### src/design/lrbc_pkg.sv
// Shared types and constants of the register binding cache.
`timescale 1ns / 1ps

package lrbc_pkg;

  // Fixed field widths.
  localparam int CmdW   = 2;
  localparam int VarW   = 10;
  localparam int RegW   = 5;
  localparam int StampW = 32;
  localparam int MaskW  = 32;

  // Registers 8 to 25 may be allocated after reset.
  localparam logic [MaskW-1:0] UsableReset = 32'h03FF_FF00;

  // Request codes.
  typedef enum logic [CmdW-1:0] {
    CMD_BIND    = 2'd0,
    CMD_TEMP    = 2'd1,
    CMD_RELEASE = 2'd2
  } cmd_e;

  // What a register currently holds.
  typedef enum logic [1:0] {
    KIND_FREE = 2'd0,
    KIND_VAR  = 2'd1,
    KIND_TEMP = 2'd2
  } kind_e;

  // Request sequencer states; the map is cleared once after reset.
  typedef enum logic [2:0] {
    ST_IDLE,
    ST_LOOKUP,
    ST_HITCHK,
    ST_PICK,
    ST_SEARCH,
    ST_VICTIM,
    ST_RELEASE,
    ST_CLEAR
  } state_e;

endpackage

### src/design/lrbc_victim_search.sv
// Stamp memory and the sweep that finds the least recently used register.
`timescale 1ns / 1ps

module lrbc_victim_search #(
  parameter int NUM_REGS = 32
) (
  input  logic                         clk_i,
  input  logic                         rst_ni,
  input  logic                         go_i,
  input  logic [NUM_REGS-1:0]          usable_i,
  input  logic                         wr_en_i,
  input  logic [$clog2(NUM_REGS)-1:0]  wr_idx_i,
  input  logic [lrbc_pkg::StampW-1:0]  wr_stamp_i,
  output logic                         done_o,
  output logic [$clog2(NUM_REGS)-1:0]  best_idx_o
);

  localparam int IdxW = $clog2(NUM_REGS);
  localparam int CntW = $clog2(NUM_REGS + 1);

  logic [lrbc_pkg::StampW-1:0] stamp_mem [NUM_REGS];
  logic [lrbc_pkg::StampW-1:0] rd_q;
  logic [lrbc_pkg::StampW-1:0] best_stamp_q;
  logic [IdxW-1:0]             best_idx_q;
  logic [IdxW-1:0]             cmp_idx_q;
  logic [CntW-1:0]             issue_q;
  logic                        active_q;
  logic                        cmp_vld_q;
  logic                        best_vld_q;
  logic                        done_q;
  logic                        issuing;
  logic                        better;

  assign issuing = active_q && (issue_q < CntW'(NUM_REGS));
  assign better  = cmp_vld_q && usable_i[cmp_idx_q] &&
                   (!best_vld_q || (rd_q < best_stamp_q));

  // Stamp memory: one write port for the sequencer, one read port for the sweep.
  always_ff @(posedge clk_i) begin
    if (wr_en_i) begin
      stamp_mem[wr_idx_i] <= wr_stamp_i;
    end
    rd_q <= stamp_mem[issue_q[IdxW-1:0]];
  end

  // Sweep control: one read issued and one stamp compared each cycle.
  always_ff @(posedge clk_i or negedge rst_ni) begin
    if (!rst_ni) begin
      active_q   <= 1'b0;
      cmp_vld_q  <= 1'b0;
      best_vld_q <= 1'b0;
      done_q     <= 1'b0;
      issue_q    <= '0;
    end else begin
      done_q <= 1'b0;
      if (go_i) begin
        active_q   <= 1'b1;
        cmp_vld_q  <= 1'b0;
        best_vld_q <= 1'b0;
        issue_q    <= '0;
      end else if (active_q) begin
        cmp_vld_q <= issuing;
        if (issuing) begin
          issue_q <= issue_q + CntW'(1);
        end
        if (better) begin
          best_vld_q <= 1'b1;
        end
        if (!issuing && cmp_vld_q) begin
          active_q <= 1'b0;
          done_q   <= 1'b1;
        end
      end
    end
  end

  // Running minimum; a strict compare keeps the lowest index on a tie.
  always_ff @(posedge clk_i) begin
    if (issuing) begin
      cmp_idx_q <= issue_q[IdxW-1:0];
    end
    if (active_q && better) begin
      best_idx_q   <= cmp_idx_q;
      best_stamp_q <= rd_q;
    end
  end

  assign done_o     = done_q;
  assign best_idx_o = best_idx_q;

endmodule

### config.mk
export PLATFORM = sky130hd
export DESIGN_NAME = lrbc_victim_search
export DESIGN_NICKNAME = d
export VERILOG_FILES = /design/src/design/lrbc_pkg.sv /design/src/design/lrbc_victim_search.sv
export SDC_FILE = /design/constraint.sdc
export NUM_CORES = 1
export LEC_CHECK = 0
export ABC_AREA = 0
export CAP_MARGIN = 30
export CORE_UTILIZATION = 45
export CTS_BUF_LIST = sky130_fd_sc_hd__clkbuf_8
export CTS_CLUSTER_DIAMETER = 50
export DETAILED_ROUTE_END_ITERATION = 7
export DONT_BUFFER_PORTS = 1
export GPL_TIMING_DRIVEN = 0
export PLACE_DENSITY_LB_ADDON = 0.12
export SYNTH_ARGS = -nofsm -noshare
export SYNTH_HDL_FRONTEND = slang
export SYNTH_SLANG_ARGS = --single-unit
### constraint.sdc
create_clock -name clk_i -period 14.1 [get_ports clk_i]
set_input_delay 1.41 -clock clk_i [delete_from_list [all_inputs] [get_ports clk_i]]
set_output_delay 1.41 -clock clk_i [all_outputs]
set_load 0.02 [all_outputs]
==> summary.md <==
| Metric | Value |
|---|---|
| Outcome | completed |
| Yosys warnings | 0 |
| Lkg Pwr | about 15 nW |
| TritonCTS clock tree | yes |
| Number of synthesized flops with an enable pin | about 1,100 |
| Initial antenna violation count | 1 |
| Antenna-violating nets left | 0 |
| Critical path fanouts, max | 14 |
| Clk Latency, worst-skew pair | roughly 0.85 ns |
| Tcrit/Tclk final | between 20% and 30% |
| CTS root buf | clkbuf_8 |
| Crit. Startpoint | best_stamp_q[2]$_DFFE_PP_ |
| Clock slew seen by the registers of the worst setup and hold paths | around 0.060 ns |
| Critical path type | register to register |
| Routed len/inst | around 31 um |
| Post-synthesis cell type count | 43 |
| Hpwl dp | between 60 and 70 mm |
| Hold_buf cts | 0 |
| # setup viols final | 0 |
| Commonest cells in the netlist | edfxtp_1 (1,066), mux4_2 (320), nor2_1 (43), clkbuf_1 (33), inv_1 (33) |
| Iter 0 DRT Violations | 2,098 |
| Largest net degree at the start of global routing | 33 |
| DR vias/cell | approximately 5.8 |
| Synth top area cells | edfxtp_1 (76%), mux4_2 (17%), dfxtp_1 (1.5%) |
| Top FF cell, synth | edfxtp_1 |
| Horiz. Die Dim | 308.7 um |
| RSZ-0062 raised after global routing | no |
| Synthesized area | 42,340 um2 |
| # port buffers | 0 |
| Worst Path Arrival | around 4.5 ns |
| Post-synth net total | between 1,500 and 2,000 |
| Worst-Margin Slew | just over 1 ns |
| Top cell type's share of synthesized area | about three quarters |
| Hold Crit Class | input pin to asynchronous set/reset pin |
| Total Wirelength | ~100 mm |
| H-tree depth | 4 |
| Setup_tns | 0 ns |
| Share of cells above drive strength 1 | 32.35% |
| Maxcap violations | 0 |
| Worst path slowest cell | a2111oi_0 |
| Worst vdd ir | slightly above 0.09 mV |
| Via count | 19,560 |
| Slew Limit Headroom | between 30% and 40% |
| Min cycle time layout | ~4 ns |
| Max-slew violations | 0 |
| Flops & latches, synth | 1,108 |
| FF-to-FF Start | best_stamp_q[2]$_DFFE_PP_ |
| Max Root-Sink Buffers | 3 |
| Cts bufs inserted | approximately 180 |
| PwrDens | 138.5 nW/um2 |
| Post-route DRC violation count | 0 |
| Register area share after synthesis | ~78% |
| Worst Clk Skew | roughly 0.033 ns |
| Most frequent cell after synthesis | edfxtp_1 |
| Crit. End Element | register |
| Initial Utilization | 45.43% |
| Critical Path RT | 14.62 ns |
| Area grow syn2layout | 14.27% |
| Router iterations before antenna repair | 5 |
| Number of setup buffers added after CTS | 0 |
| Vias in the first global route | slightly above 20,000 |
| Async SR Flop Fraction | 0.9025% |
| CORE AREA | roughly 93,000 um2 |
| Core Rows | about 110 |
| Post_cts resized | 0 |
| Fin util | ~52% |
| Cell count after synthesis | 1,763 |
| Final GP Congestion | roughly 0.74 |
| Hold Vio Cnt, Final | 0 |
| Tot GR Track Use | between 20% and 30% |
| Die Height | 308.7 um |
| CTS sink count | roughly 1,100 |
| Grt ovf | 0 |
| CP Cell Sequence | inv_1 -> ha_1 -> a211o_1 -> a31oi_1 -> nor3_1 -> a2111oi_0 -> o21ai_0 -> buf_4 -> a211oi_4 -> buf_8 |
| Die area | between 90,000 and 100,000 um2 |
| Global-route wire length before repair | between 100 and 150 mm |
| Syn avg cell area | ~24 um2 |
| Nets@finish | between 2,000 and 2,500 |
| Largest area contributor in the netlist | edfxtp_1 |
| I/O Pins | 79 |
| CP max stage delay | about 0.86 ns |
| Crit start category | register |
| Max Clock Freq | 249.7 MHz |
placed cells by master (no fill, tap or decap), types with 3 or more instances in the layout:
cell and instances:
clkbuf_1 32, nand3_1 8, buf_8 14, nor2b_1 8
inv_1 108, a21oi_1 13, clkbuf_8 189, mux2_2 32
ha_1 32, clkinvlp_4 4, nand4_1 7, dfrtp_1 10
clkinv_2 10, buf_1 18, inv_6 6, nor2_1 11
bufinv_16 3, or3b_2 3, nand2_1 13, a21o_1 5
a2111oi_0 6, nand3b_1 5, nor3_1 3, edfxtp_1 1066
mux4_2 320, buf_4 20, nor2_4 32, clkinv_8 4
dfxtp_1 32, buf_2 9, buf_6 8, buf_12 31
a221oi_1 3, clkinv_1 31, o21ai_0 4, mux2i_1 13
where the power goes:
part	internal, mW	switching (mW)	total (mW)	leakage (nW)
logic	0.214	0.236	0.450	3.25
registers	3.68	0.0228	3.70	10.0
clock network	1.30	1.25	2.55	1.94
total	5.19	1.51	6.70	15.2
worst paths after layout:
| kind | endpoint | slack [ns] | depth (start not counted) |
|---|---|---|---|
| setup / recovery | best_stamp_q[27]$_DFFE_PP_ | 10.10 | 10 |
| hold / removal | issue_q[4]$_DFFE_PN0P_ | 0.26 | 0 |
| setup reg to reg | best_stamp_q[27]$_DFFE_PP_ | 10.10 | 10 |
| hold reg to reg | best_stamp_q[21]$_DFFE_PP_ | 0.43 | 0 |
| max in group asynchronous | active_q$_DFF_PN0_ | 13.75 | 0 |
| min in group clk_i | best_stamp_q[21]$_DFFE_PP_ | 0.43 | 0 |
cell families after synthesis:
group                      synth area share [%]
and+or+nand+nor                           1.114
DFF                                       77.71
buffers and inverters                     1.321
xor gates and xnor gates                0.06207
adders and majority gates                0.9457
AOI/OAI and AO/OA                        0.6650
muxes                                     18.18
stage by stage:
| step | hold WS [ns] | cell area, um2 | worst slack (ns) | std cells | power (mW) |
|---|---|---|---|---|---|
| after detailed placement | 0.4245 | 45020 | 10.07 | 3063 | 4.226 |
| after CTS | 0.1918 | 48300 | 10.04 | 3385 | 6.763 |
| after global routing | 0.2104 | 48380 | 9.762 | 3392 | 6.928 |
| after global placement | 0.4140 | 43910 | 5.402 | 3017 | 4.201 |
| final | 0.2638 | 48380 | 10.10 | 3392 | 6.699 |
| after floorplan | 0.3995 | 42340 | 8.515 | 1763 | 4.059 |
cell type report:
class,count,area (um2)
Fill cell,7265,44810
Sequential cell,1108,32900
Multi-Input combinational cell,538,9130
Clock buffer,189,2601
Tap cell,1254,1569
Timing Repair Buffer,51,927.1
Clock inverter,133,685.7
Buffer,84,436.7
Inverter,33,123.9
Antenna cell,2,5.005
flip-flops by register name (all words and copies together), names as in the netlist:
| signal | flops |
|---|---|
| cmp_vld_q | 1 |
| done_o | 1 |
| best_vld_q | 1 |
| best_stamp_q | 32 |
| stamp_mem | 1024 |
| cmp_idx_q | 5 |
| best_idx_o | 5 |
| active_q | 1 |
| rd_q | 32 |
| issue_q | 6 |
critical path, delay by kind of cell (launching register included):
kind | cells | cell delay (ns)
adder cells (fa/ha/maj) | 1 | 0.23
AND/OR/NAND/NOR | 1 | 0.09
flip-flops | 1 | 0.35
buffers and inverters | 3 | 0.58
AO/OA/AOI/OAI | 5 | 2.43
layer usage:
metal	share of wire, %	global-route usage (%)
met1	44	31.57
met2	48	35.25
met3	6.0	4.618
met4	2.1	6.768
met5	0	0
Note: power is estimated with default switching activity, not from simulation.
